--- src/rtl/mfsm_pkg.sv ---
// ----------------------------------------------------------------------------
// Mailbox frame slot manager package
// Shared widths, operation codes and slot states.
// ----------------------------------------------------------------------------
`default_nettype none

package mfsm_pkg;

  localparam int unsigned SLOT_COUNT_DEF = 4;
  localparam int unsigned OP_W           = 3;
  localparam int unsigned SLOT_W         = 2;
  localparam int unsigned MASK_W         = 4;
  localparam int unsigned SUB_W          = 64;
  localparam int unsigned REUSE_GAP      = 2;

  typedef enum logic [2:0] {
    OP_ACQUIRE = 3'd0,
    OP_COMMIT  = 3'd1,
    OP_POLL    = 3'd2,
    OP_OPENED  = 3'd3,
    OP_CLEAR   = 3'd4
  } op_e;

  typedef enum logic [2:0] {
    ST_FREE      = 3'd0,
    ST_WRITING   = 3'd1,
    ST_PENDING   = 3'd2,
    ST_PUBLISHED = 3'd3,
    ST_RETIRED   = 3'd4
  } slot_state_e;

  typedef logic [SUB_W-1:0] sub_t;

endpackage

`default_nettype wire

--- src/rtl/mfsm_newest_sel.sv ---
// ----------------------------------------------------------------------------
// Newest completed slot selector
// Picks the eligible slot with the largest submission number, lowest on ties.
// ----------------------------------------------------------------------------
`default_nettype none

module mfsm_newest_sel #(
  parameter int unsigned SLOT_COUNT = mfsm_pkg::SLOT_COUNT_DEF,
  localparam int unsigned IdxW      = (SLOT_COUNT > 1) ? $clog2(SLOT_COUNT) : 1
) (
  input  wire logic [SLOT_COUNT-1:0] eligible_i,
  input  wire mfsm_pkg::sub_t        sub_i [SLOT_COUNT],
  output logic                       found_o,
  output logic [IdxW-1:0]            newest_o
);

  logic [SLOT_COUNT-1:0] win;

  // All pairwise compares run in parallel; at most one eligible slot survives, exactly one when any is eligible.
  always_comb begin
    for (int i = 0; i < SLOT_COUNT; i++) begin
      win[i] = eligible_i[i];
      for (int j = 0; j < SLOT_COUNT; j++) begin
        if (j < i) begin
          if (eligible_i[j] && !(sub_i[i] > sub_i[j])) win[i] = 1'b0;
        end else if (j > i) begin
          if (eligible_i[j] && (sub_i[i] < sub_i[j])) win[i] = 1'b0;
        end
      end
    end
  end

  always_comb begin
    newest_o = '0;
    for (int i = 0; i < SLOT_COUNT; i++) begin
      if (win[i]) newest_o = newest_o | IdxW'(i);
    end
  end

  assign found_o = |eligible_i;

endmodule

`default_nettype wire

--- src/rtl/mailbox_frame_slot_manager.sv ---
// ----------------------------------------------------------------------------
// Mailbox frame slot manager
// Tracks frame-buffer slots through free, writing, pending, published and
// retired, driven by acquire, commit, poll, handle-opened and clear words.
// ----------------------------------------------------------------------------
// Usage:
//   A command word (op_i, slot_index_i, fence_done_mask_i, signal_failed_i)
//   is taken at a rising edge where start is high and busy is low. busy is
//   never raised, so one word can be taken in every cycle.
//   Each word is first captured in an input register. In the next cycle the
//   slot update logic evaluates it against the slot table and loads the
//   result register, so the result word appears with result_valid_o high
//   for one cycle once the result register is loaded. Throughput is one
//   word per cycle; the slot table update completes in the same edge that
//   loads the result, so back-to-back words see it.
//   The result strobe cannot be held off by the receiver; a missed result
//   word is lost.
//   Reset makes every slot free, clears all submission numbers and flags,
//   and leaves nothing published. A clear word does the same in-band.
// ----------------------------------------------------------------------------
`default_nettype none

module mailbox_frame_slot_manager #(
  parameter int unsigned SLOT_COUNT = mfsm_pkg::SLOT_COUNT_DEF
) (
  input  wire logic                        clk_i,
  input  wire logic                        rst_ni,
  input  wire logic                        start,
  output logic                             busy,
  input  wire logic [mfsm_pkg::OP_W-1:0]   op_i,
  input  wire logic [mfsm_pkg::SLOT_W-1:0] slot_index_i,
  input  wire logic [mfsm_pkg::MASK_W-1:0] fence_done_mask_i,
  input  wire logic                        signal_failed_i,
  output logic                             result_valid_o,
  output logic                             write_valid_o,
  output logic [mfsm_pkg::SLOT_W-1:0]      write_slot_o,
  output logic                             commit_taken_o,
  output logic                             fresh_frame_o,
  output logic                             has_frame_o,
  output logic [mfsm_pkg::SLOT_W-1:0]      latest_slot_o
);

  localparam int unsigned IdxW = (SLOT_COUNT > 1) ? $clog2(SLOT_COUNT) : 1;

  // Input register
  logic                          in_valid_q;
  logic [mfsm_pkg::OP_W-1:0]     op_q;
  logic [mfsm_pkg::SLOT_W-1:0]   slot_index_q;
  logic [mfsm_pkg::MASK_W-1:0]   mask_q;
  logic                          failed_q;

  // Slot table and bookkeeping
  mfsm_pkg::slot_state_e st_q     [SLOT_COUNT];
  mfsm_pkg::slot_state_e st_d     [SLOT_COUNT];
  mfsm_pkg::sub_t        sub_q    [SLOT_COUNT];
  mfsm_pkg::sub_t        sub_d    [SLOT_COUNT];
  mfsm_pkg::sub_t        reuse_q  [SLOT_COUNT];
  mfsm_pkg::sub_t        reuse_d  [SLOT_COUNT];
  logic [SLOT_COUNT-1:0] opened_q, opened_d;
  mfsm_pkg::sub_t        cnt_q, cnt_d;
  logic                  wa_q, wa_d;
  logic [IdxW-1:0]       wi_q, wi_d;
  logic                  pv_q, pv_d;
  logic [IdxW-1:0]       pi_q, pi_d;
  logic                  pp_q, pp_d;

  // Result register
  logic                          res_valid_q;
  logic                          write_valid_q;
  logic [mfsm_pkg::SLOT_W-1:0]   write_slot_q;
  logic                          taken_q;
  logic                          ready_q;
  logic                          has_frame_q;
  logic [mfsm_pkg::SLOT_W-1:0]   latest_q;

  logic                  accept;
  logic [SLOT_COUNT-1:0] mask_ext;
  logic [SLOT_COUNT-1:0] eligible;
  logic [SLOT_COUNT-1:0] retire;
  logic [SLOT_COUNT-1:0] writing_vec;
  logic                  found;
  logic [IdxW-1:0]       newest;
  logic                  do_promote;
  logic                  claimed;
  logic                  taken;
  logic                  ready;
  logic                  idx_in_range;
  logic [IdxW-1:0]       idx;
  mfsm_pkg::sub_t        opened_sub;
  mfsm_pkg::sub_t        cnt_inc;

  // Every word is finished in a single pass, so the block is never busy.
  assign busy   = 1'b0;
  assign accept = start && !busy;

  always_ff @(posedge clk_i or negedge rst_ni) begin
    if (!rst_ni) begin
      in_valid_q <= 1'b0;
    end else begin
      in_valid_q <= accept;
    end
  end

  always_ff @(posedge clk_i) begin
    if (accept) begin
      op_q         <= op_i;
      slot_index_q <= slot_index_i;
      mask_q       <= fence_done_mask_i;
      failed_q     <= signal_failed_i;
    end
  end

  // Fence bits beyond the mask width count as not complete.
  assign mask_ext = SLOT_COUNT'(mask_q);

  always_comb begin
    for (int i = 0; i < SLOT_COUNT; i++) begin
      eligible[i]    = (st_q[i] == mfsm_pkg::ST_PENDING) && mask_ext[i];
      writing_vec[i] = (st_q[i] == mfsm_pkg::ST_WRITING);
    end
  end

  mfsm_newest_sel #(
    .SLOT_COUNT(SLOT_COUNT)
  ) u_newest_sel (
    .eligible_i(eligible),
    .sub_i     (sub_q),
    .found_o   (found),
    .newest_o  (newest)
  );

  always_comb begin
    for (int i = 0; i < SLOT_COUNT; i++) begin
      retire[i] = found && pv_q && (pi_q == IdxW'(i)) && (newest != IdxW'(i)) &&
                  (st_q[i] == mfsm_pkg::ST_PUBLISHED);
    end
  end

  assign do_promote = in_valid_q &&
                      (((op_q == mfsm_pkg::OP_ACQUIRE) && !wa_q) ||
                       (op_q == mfsm_pkg::OP_POLL));

  assign idx_in_range = (int'(slot_index_q) < SLOT_COUNT);
  assign idx          = IdxW'(slot_index_q);
  assign opened_sub   = sub_q[idx];
  assign cnt_inc      = cnt_q + mfsm_pkg::SUB_W'(1);

  always_comb begin
    st_d     = st_q;
    sub_d    = sub_q;
    reuse_d  = reuse_q;
    opened_d = opened_q;
    cnt_d    = cnt_q;
    wa_d     = wa_q;
    wi_d     = wi_q;
    pv_d     = pv_q;
    pi_d     = pi_q;
    pp_d     = pp_q;
    taken    = 1'b0;
    ready    = 1'b0;
    claimed  = 1'b0;

    // Promotion: publish the newest completed slot, retire the old one and free the other completed slots.
    if (do_promote && found) begin
      for (int i = 0; i < SLOT_COUNT; i++) begin
        if (retire[i]) begin
          st_d[i]     = mfsm_pkg::ST_RETIRED;
          opened_d[i] = 1'b0;
          reuse_d[i]  = sub_q[i] + mfsm_pkg::SUB_W'(mfsm_pkg::REUSE_GAP);
        end else if (eligible[i]) begin
          st_d[i] = (newest == IdxW'(i)) ? mfsm_pkg::ST_PUBLISHED : mfsm_pkg::ST_FREE;
        end
      end
      pv_d = 1'b1;
      pi_d = newest;
      pp_d = 1'b1;
    end

    if (in_valid_q) begin
      case (op_q)
        mfsm_pkg::OP_ACQUIRE: begin
          if (!wa_q) begin
            for (int i = 0; i < SLOT_COUNT; i++) begin
              if (st_d[i] == mfsm_pkg::ST_RETIRED && opened_d[i]) begin
                st_d[i]     = mfsm_pkg::ST_FREE;
                opened_d[i] = 1'b0;
              end
            end
            for (int i = 0; i < SLOT_COUNT; i++) begin
              if (!claimed && st_d[i] == mfsm_pkg::ST_FREE) begin
                st_d[i] = mfsm_pkg::ST_WRITING;
                wa_d    = 1'b1;
                wi_d    = IdxW'(i);
                claimed = 1'b1;
              end
            end
          end
        end
        mfsm_pkg::OP_COMMIT: begin
          if (wa_q) begin
            taken = 1'b1;
            if (failed_q) begin
              st_d[wi_q] = mfsm_pkg::ST_FREE;
            end else begin
              cnt_d       = cnt_inc;
              sub_d[wi_q] = cnt_inc;
              st_d[wi_q]  = mfsm_pkg::ST_PENDING;
            end
            wa_d = 1'b0;
            wi_d = '0;
          end
        end
        mfsm_pkg::OP_POLL: begin
          ready = pp_d;
          pp_d  = 1'b0;
        end
        mfsm_pkg::OP_OPENED: begin
          // A slot that was never submitted carries number zero and is ignored.
          if (idx_in_range && (opened_sub != '0)) begin
            for (int i = 0; i < SLOT_COUNT; i++) begin
              if (st_q[i] == mfsm_pkg::ST_RETIRED && opened_sub >= reuse_q[i]) begin
                opened_d[i] = 1'b1;
              end
            end
          end
        end
        mfsm_pkg::OP_CLEAR: begin
          for (int i = 0; i < SLOT_COUNT; i++) begin
            st_d[i]    = mfsm_pkg::ST_FREE;
            sub_d[i]   = '0;
            reuse_d[i] = '0;
          end
          opened_d = '0;
          cnt_d    = '0;
          wa_d     = 1'b0;
          wi_d     = '0;
          pv_d     = 1'b0;
          pi_d     = '0;
          pp_d     = 1'b0;
        end
        default: begin
        end
      endcase
    end
  end

  always_ff @(posedge clk_i or negedge rst_ni) begin
    if (!rst_ni) begin
      for (int i = 0; i < SLOT_COUNT; i++) begin
        st_q[i]    <= mfsm_pkg::ST_FREE;
        sub_q[i]   <= '0;
        reuse_q[i] <= '0;
      end
      opened_q <= '0;
      cnt_q    <= '0;
      wa_q     <= 1'b0;
      wi_q     <= '0;
      pv_q     <= 1'b0;
      pi_q     <= '0;
      pp_q     <= 1'b0;
    end else begin
      st_q     <= st_d;
      sub_q    <= sub_d;
      reuse_q  <= reuse_d;
      opened_q <= opened_d;
      cnt_q    <= cnt_d;
      wa_q     <= wa_d;
      wi_q     <= wi_d;
      pv_q     <= pv_d;
      pi_q     <= pi_d;
      pp_q     <= pp_d;
    end
  end

  always_ff @(posedge clk_i or negedge rst_ni) begin
    if (!rst_ni) begin
      res_valid_q <= 1'b0;
    end else begin
      res_valid_q <= in_valid_q;
    end
  end

  always_ff @(posedge clk_i) begin
    if (in_valid_q) begin
      write_valid_q <= wa_d;
      write_slot_q  <= wa_d ? mfsm_pkg::SLOT_W'(wi_d) : '0;
      taken_q       <= taken;
      ready_q       <= ready;
      has_frame_q   <= pv_d;
      latest_q      <= pv_d ? mfsm_pkg::SLOT_W'(pi_d) : '0;
    end
  end

  assign result_valid_o = res_valid_q;
  assign write_valid_o  = write_valid_q;
  assign write_slot_o   = write_slot_q;
  assign commit_taken_o = taken_q;
  assign fresh_frame_o  = ready_q;
  assign has_frame_o    = has_frame_q;
  assign latest_slot_o  = latest_q;

  a_writing_slot_marked: assert property (@(posedge clk_i) disable iff (!rst_ni)
    wa_q |-> (st_q[wi_q] == mfsm_pkg::ST_WRITING))
    else $error("claimed write slot is not in the writing state");

  a_single_writer: assert property (@(posedge clk_i) disable iff (!rst_ni)
    $onehot0(writing_vec) && (wa_q || (writing_vec == '0)))
    else $error("writing slots disagree with the write claim");

  a_published_slot_marked: assert property (@(posedge clk_i) disable iff (!rst_ni)
    pv_q |-> (st_q[pi_q] == mfsm_pkg::ST_PUBLISHED))
    else $error("published index does not point at a published slot");

  a_ready_only_on_poll: assert property (@(posedge clk_i) disable iff (!rst_ni)
    (res_valid_q && ready_q) |-> ($past(op_q) == mfsm_pkg::OP_POLL))
    else $error("fresh frame reported for a word that was not a poll");

endmodule

`default_nettype wire
--- config.mk ---
export PLATFORM = sky130hd
export DESIGN_NAME = mailbox_frame_slot_manager
export DESIGN_NICKNAME = d
export VERILOG_FILES = /design/src/rtl/mfsm_pkg.sv /design/src/rtl/mfsm_newest_sel.sv /design/src/rtl/mailbox_frame_slot_manager.sv
export SDC_FILE = /design/constraint.sdc
export NUM_CORES = 2
export LEC_CHECK = 0
export BUFFER_PORTS_ARGS = -buffer_cell sky130_fd_sc_hd__buf_2
export CAP_MARGIN = 20
export CORE_ASPECT_RATIO = 1.75
export CORE_MARGIN = 2
export CORE_UTILIZATION = 62
export DETAILED_ROUTE_END_ITERATION = 8
export GPL_TIMING_DRIVEN = 0
export PLACE_DENSITY_LB_ADDON = 0.15
export SYNTH_ARGS = -nofsm -noshare
export SYNTH_HDL_FRONTEND = slang
export SYNTH_HIERARCHICAL = 1
export SYNTH_SLANG_ARGS = --single-unit
--- constraint.sdc ---
create_clock -name clk_i -period 12 [get_ports clk_i]
set_input_delay 0 -clock clk_i [delete_from_list [all_inputs] [get_ports clk_i]]
set_output_delay 0 -clock clk_i [all_outputs]
set_load 0.02 [all_outputs]
# Word-level counts from Yosys, hierarchy flattened
# Cells that the tools add are included.
word_totals:
  wordCells: 280
  inputBits: 13
  register_bits: 619
op_classes:
  n_reduce_logical: 66
  n_addsub: 5
  n_eq_ne: 31
  n_mux: 124
  n_lt_le_gt_ge: 16
  bitwise_logic: 7
ops:
  columns: ["operator", "n"]
  rows:
  - ["$mux 256", 5]
  - ["$mux 64", 9]
  - ["$pmux 256 s2", 1]
  - ["$gt 64x64->1", 6]
  - ["$add 64x2->64 const B", 4]
  - ["$bwmux 256", 1]
  - ["$ge 64x64->1", 4]
  - ["$lt 64x64->1", 3]
  - ["$bmux 64 s2", 1]
  - ["$demux 64 s2", 1]
  - ["$pmux 64 s2", 1]
  - ["$mux 3", 29]
  - ["$add 64x1->64 const B", 1]
  - ["$reduce_bool 64->1", 1]
  - ["$mux 12", 5]
  - ["$mux 1", 46]
  - ["$logic_and 1x1->1", 41]
  - ["$pmux 12 s3", 1]
  - ["$mux 2", 16]
  - ["$eq 3x2->1 const B", 10]
  - ["$eq 3x3->1 const B", 9]
  - ["$mux 4", 4]
  - ["$logic_not 3->1", 5]
  - ["$and 12x12->12", 1]
  - ["23 further kinds", 44]

# Logic depth before layout (Yosys ltp)
logic_depth:
  ltp_word: 43
  mapped_depth: 18

# By module
# Netlist, hierarchy kept.
by_module_without_submodules:
  columns: ["module", "cells_each", "seq_area_each_um2", "n_inst", "area_each_um2"]
  rows:
  - ["mailbox_frame_slot_manager", 4062, 15579.9, 1, 37529.7]
  - ["mfsm_newest_sel", 1188, 0.0, 1, 8972.4]

# Worst setup path after synthesis
# No wires, ideal clock.
synth_path:
  path_kind: "register to register"
  start: "register sub_q[142] in the netlist's numbering"
  end: "register opened_q[2]"
  period_less_slack_ns: 4.810
  setup_ns: 0.123
  stages_incl_launch_ff: 16
  arrival_time_ns: 4.687
  path_slack_ns: 7.190
  required_time_ns: 11.877
  cell_sequence: "dfrtp_1 inv_1 ha_1 nand4_1 or4_1 or4_4 o211a_1 o41ai_2 nor2b_1 or3b_2 or4_1 buf_2 a31o_1 or4_4 a211oi_2 nor3_1"
synth_between:
  elab_chain_len: 20
  word_cells_on_any_way: 47
  cone_classes: "6 x order compare; 3 x eq/ne; 25 x mux; 13 x reduce/logical"
synth_rtl:
  columns: ["element", "line_no", "source"]
  rows:
  - ["from (decl)", "mailbox_frame_slot_manager.sv:55", "mfsm_pkg::sub_t sub_q [SLOT_COUNT];"]
  - ["from (signal assigned)", "mailbox_frame_slot_manager.sv:263", "sub_q <= sub_d;"]
  - ["$gt 64x64->1", "mfsm_newest_sel.sv:25", "if (eligible_i[j] && !(sub_i[i] > sub_i[j])) win[i] = 1'b0;"]
  - ["$logic_not 1->1", "mfsm_newest_sel.sv:25", null]
  - ["$logic_and 1x1->1", "mfsm_newest_sel.sv:25", null]
  - ["$mux 1", "mfsm_newest_sel.sv:25", null]
  - ["$mux 1 (2 in series)", "mfsm_newest_sel.sv:27", "if (eligible_i[j] && (sub_i[i] < sub_i[j])) win[i] = 1'b0;"]
  - ["$mux 1", "mfsm_newest_sel.sv:36", "if (win[i]) newest_o = newest_o | IdxW'(i);"]
  - ["$mux 2", "mfsm_newest_sel.sv:36", null]
  - ["$mux 2 *", "mfsm_newest_sel.sv:36", null]
  - ["net newest[0]", "mailbox_frame_slot_manager.sv:82", "logic [IdxW-1:0] newest;"]
  - ["[4 not listed]", null, null]
  - ["$mux 12", "mailbox_frame_slot_manager.sv:164", "if (do_promote && found) begin"]
  - ["$eq 3x3->1", "mailbox_frame_slot_manager.sv:184", "if (st_d[i] == mfsm_pkg::ST_RETIRED && opened_d[i]) begin"]
  - ["$logic_and 1x1->1", "mailbox_frame_slot_manager.sv:184", null]
  - ["$mux 1", "mailbox_frame_slot_manager.sv:184", null]
  - ["$mux 4", "mailbox_frame_slot_manager.sv:182", "if (!wa_q) begin"]
  - ["$pmux 4 s3", "mailbox_frame_slot_manager.sv:180", "case (op_q)"]
  - ["$mux 4 *", "mailbox_frame_slot_manager.sv:179", "if (in_valid_q) begin"]
  - ["net opened_d[2]", "mailbox_frame_slot_manager.sv:59", "logic [SLOT_COUNT-1:0] opened_q, opened_d;"]
  - ["to (signal assigned)", "mailbox_frame_slot_manager.sv:265", "opened_q <= opened_d;"]
  - ["to (decl)", "mailbox_frame_slot_manager.sv:59", null]
# The timed path passes the listed nets; every way through them passes the cells marked *. The select of a mux whose other input is x is not followed.
# A chain may end at the register's enable or synchronous reset.

==> results.json <==
{
  "firstDrtPassIters": 6,
  "areaGrowthSynthToFinish_pct": 9.05,
  "p_int_uw": 3420,
  "ys_types": 86,
  "post-route-period-util": 0.685,
  "yosysMostFrequentCell": "ha_1",
  "grt_antenna_before_repair": 15,
  "post_cts_buffers": 0,
  "ctsResizeCount": 0,
  "fin_util": 0.684,
  "yosysSeqAreaShare": 0.335,
  "fp-row-count": 132,
  "fp.dieH_um": 366,
  "power.share.combinational": 0.086,
  "clkSlewWorstSetupHoldPaths_ps": 70,
  "total_power_uw": 4660,
  "synth_area_leader_cell": "dfrtp_1",
  "ys.flop_type": "dfrtp_1",
  "fin_nets": 6049,
  "clock_sinks": 619,
  "yosys-top-cells-area": "dfrtp_1, ha_1, o21ai_0, inv_1, nand2_1",
  "synth_xor_xnor_area_share": 0.0578,
  "gp_congestion": 1.05,
  "cts_buffers": 59,
  "clockBufferDepth": 3,
  "cp_data_arrival_time_ps": 8700,
  "netlist_top_cells_count": "ha_1, dfrtp_1, inv_1, nand2_1, o21ai_0",
  "whs_path_depth": 2,
  "yosys.area_share.simple": 0.173,
  "fin_skew_ps": 18.9,
  "dp_hpwl_um": 151000,
  "rsz0062_at_grt": "false",
  "drv_cap": 0,
  "p_leak_uw": 0.0220,
  "die_w_um": 211,
  "synth_nets": 5908,
  "pin_count": 23,
  "finalWirelength_um": 194000,
  "syn_area_per_cell_um2": 8.86,
  "ys_seq_elements": 619,
  "cp_max_fo": 10,
  "drc_errors": 0,
  "switching_share": 0.267,
  "num_vias": 44200,
  "p_clk_frac": 0.452,
  "vias_per_cell": 6.91,
  "ys_async_sr_fraction": 0.971,
  "status": "complete, no violations",
  "gr-total-overflow": 0,
  "synth_top_family_by_area": "adder cells",
  "antenna_left": 0,
  "reg2reg_depth": 18,
  "synth_compound_area_frac": 0.170,
  "drive_above_1_share": 0.0590,
  "synth_top_area_frac": 0.323,
  "grt_pass1_wl_um": 282000,
  "grt_max_degree": 123,
  "synth_fa_ha_area_frac": 0.174,
  "post_drt_wl_per_cell_um": 30.4,
  "cts_tree": "done",
  "fin_tns_setup_ps": 0,
  "netlist_instances": 5250,
  "drt_iter0_markers": 5096,
  "max_slew.worst_pin.slew_ps": 1450,
  "io_buffers": 21,
  "start_util": 0.627,
  "crit_required_ps": 12480,
  "start_kind": "flop",
  "fillers": 6287,
  "p_seq_frac": 0.462,
  "core_um2": 74200,
  "finalMaxSlewViolations": 0,
  "insertion_delay_ps": 680,
  "dieArea_um2": 77300,
  "setup_viol_count_final": 0,
  "peakVddDrop_v": 0.000130,
  "hold_class": "in -> reg",
  "holdBufCountCts": 14,
  "hold_slack_ps": 39.8,
  "cts_max_level": 2,
  "synth-edff-count": 18,
  "synth.mux.area_fraction": 0.0314,
  "grtUsageTotal": 0.502,
  "slew_headroom": 0.0253,
  "fmax_mhz": 122,
  "p_switching_uw": 1240,
  "powerDensity_nw_per_um2": 91.9,
  "crit_type": "reg -> reg",
  "yosysWarnings": 6,
  "worstSetupEndpointType": "flop",
  "period_minus_slack_ps": 8220,
  "hold_violations": 0,
  "grt_pass1_vias": 43700,
  "syn_area_um2": 46500,
  "root_buffer": "clkbuf_16"
}
==> power groups by stage <==
stage	Combinational (uW)	Clock (uW)	Sequential (uW)
after floorplan	187	0	2170
after global placement	351	0	2190
after detailed placement	368	0	2190
after CTS	375	2090	2150
after global routing	417	2170	2150
final	402	2100	2150
==> metrics by stage <==
step | setup slack (ps) | instances | cell area, um2
2_1_floorplan | 7190 | 5250 | 46500
6_report | 3780 | 6388 | 50700
3_5_place_dp | 4570 | 6242 | 48300
3_3_place_gp | -1860 | 6209 | 47800
5_1_grt | 4190 | 6379 | 50700
4_1_cts | 4570 | 6366 | 50500
==> kinds of logic (layout without fill, tap and decap cells) <==
group,count (synthesis),after routing
flops,619,619
fa+ha+maj,645,645
mux,66,66
other cells,1,11
buf+inv,721,911
xor+xnor,307,307
compound gates,1267,1267
simple gates,1624,1624
==> cell type report <==
class                           count  area [um2]  share of cell area
Sequential cell                   619       15600               0.307
Multi-Input combinational cell   3910       28200               0.557
Inverter                          516        1940              0.0382
Clock buffer                       76        1690              0.0332
Tap cell                          938        1170              0.0231
Buffer                            205         813              0.0160
Timing Repair Buffer               80         846              0.0167
Clock inverter                     34         412             0.00812
Antenna cell                       10        25.0            0.000493
==> flip-flops by register name, summed over array words and instances (netlist names), 3 cells and up <==
name,cells
opened_q,4
op_q,3
cnt_q,64
sub_q,256
reuse_q,256
st_q,12
mask_ext,4
==> placed cells by master, fill, tap and decap left out, types with 14 or more instances in the layout <==
cell / n
a211oi_1: 229
a21o_1: 75
a21oi_1: 300
a221oi_1: 16
a22o_1: 51
a31oi_1: 30
and2_1: 19
and3_1: 49
and4_1: 54
buf_2: 49
clkbuf_1: 174
clkbuf_16: 63
clkinv_2: 14
dfrtp_1: 601
edfxtp_1: 18
ha_1: 645
inv_1: 516
mux4_2: 64
nand2_1: 516
nand2b_1: 14
nand3_1: 187
nand4_1: 168
nor2_1: 394
nor2b_1: 18
nor3_1: 61
nor4_1: 50
o211ai_1: 25
o21ai_0: 408
o31ai_1: 21
or4_1: 14
xnor2_1: 152
xor2_1: 155
==> metal layers <==
layer	part of all wire	vias to the layer above	track usage
li1	-	19200	-
met1	0.33	21100	0.539
met2	0.44	2734	0.765
met3	0.10	1107	0.147
met4	0.13	16	0.518
met5	0.00061	-	0
==> final timing paths <==
kind / startpoint / end / slack, ps
min in group asynchronous: rst_ni / cnt_q[24] / 530
worst min-delay path: fence_done_mask_i[1] / mask_ext[1] / 40
worst min register to register: cnt_q[63] / cnt_q[63] / 500
worst max-delay path: sub_q[122] / reuse_q[83] / 3780
max in group asynchronous: rst_ni / reuse_q[122] / 9780
worst max register to register: sub_q[122] / reuse_q[83] / 3780
==> critical path, cell delays in order, from the launching register on <==
cell	delay, ps
dfrtp_1	590
inv_1	100
ha_1	310
nand4_1	120
nor4_1	1210
nand3_1	850
o41ai_1	540
a21oi_1	150
o2111ai_1	340
o41ai_1	160
buf_2	210
nor2b_1	170
or3b_2	510
nor4_2	640
buf_4	290
buf_4	220
buf_2	460
buf_1	970
a21oi_1	170
Note: power is estimated with default switching activity, not from simulation.
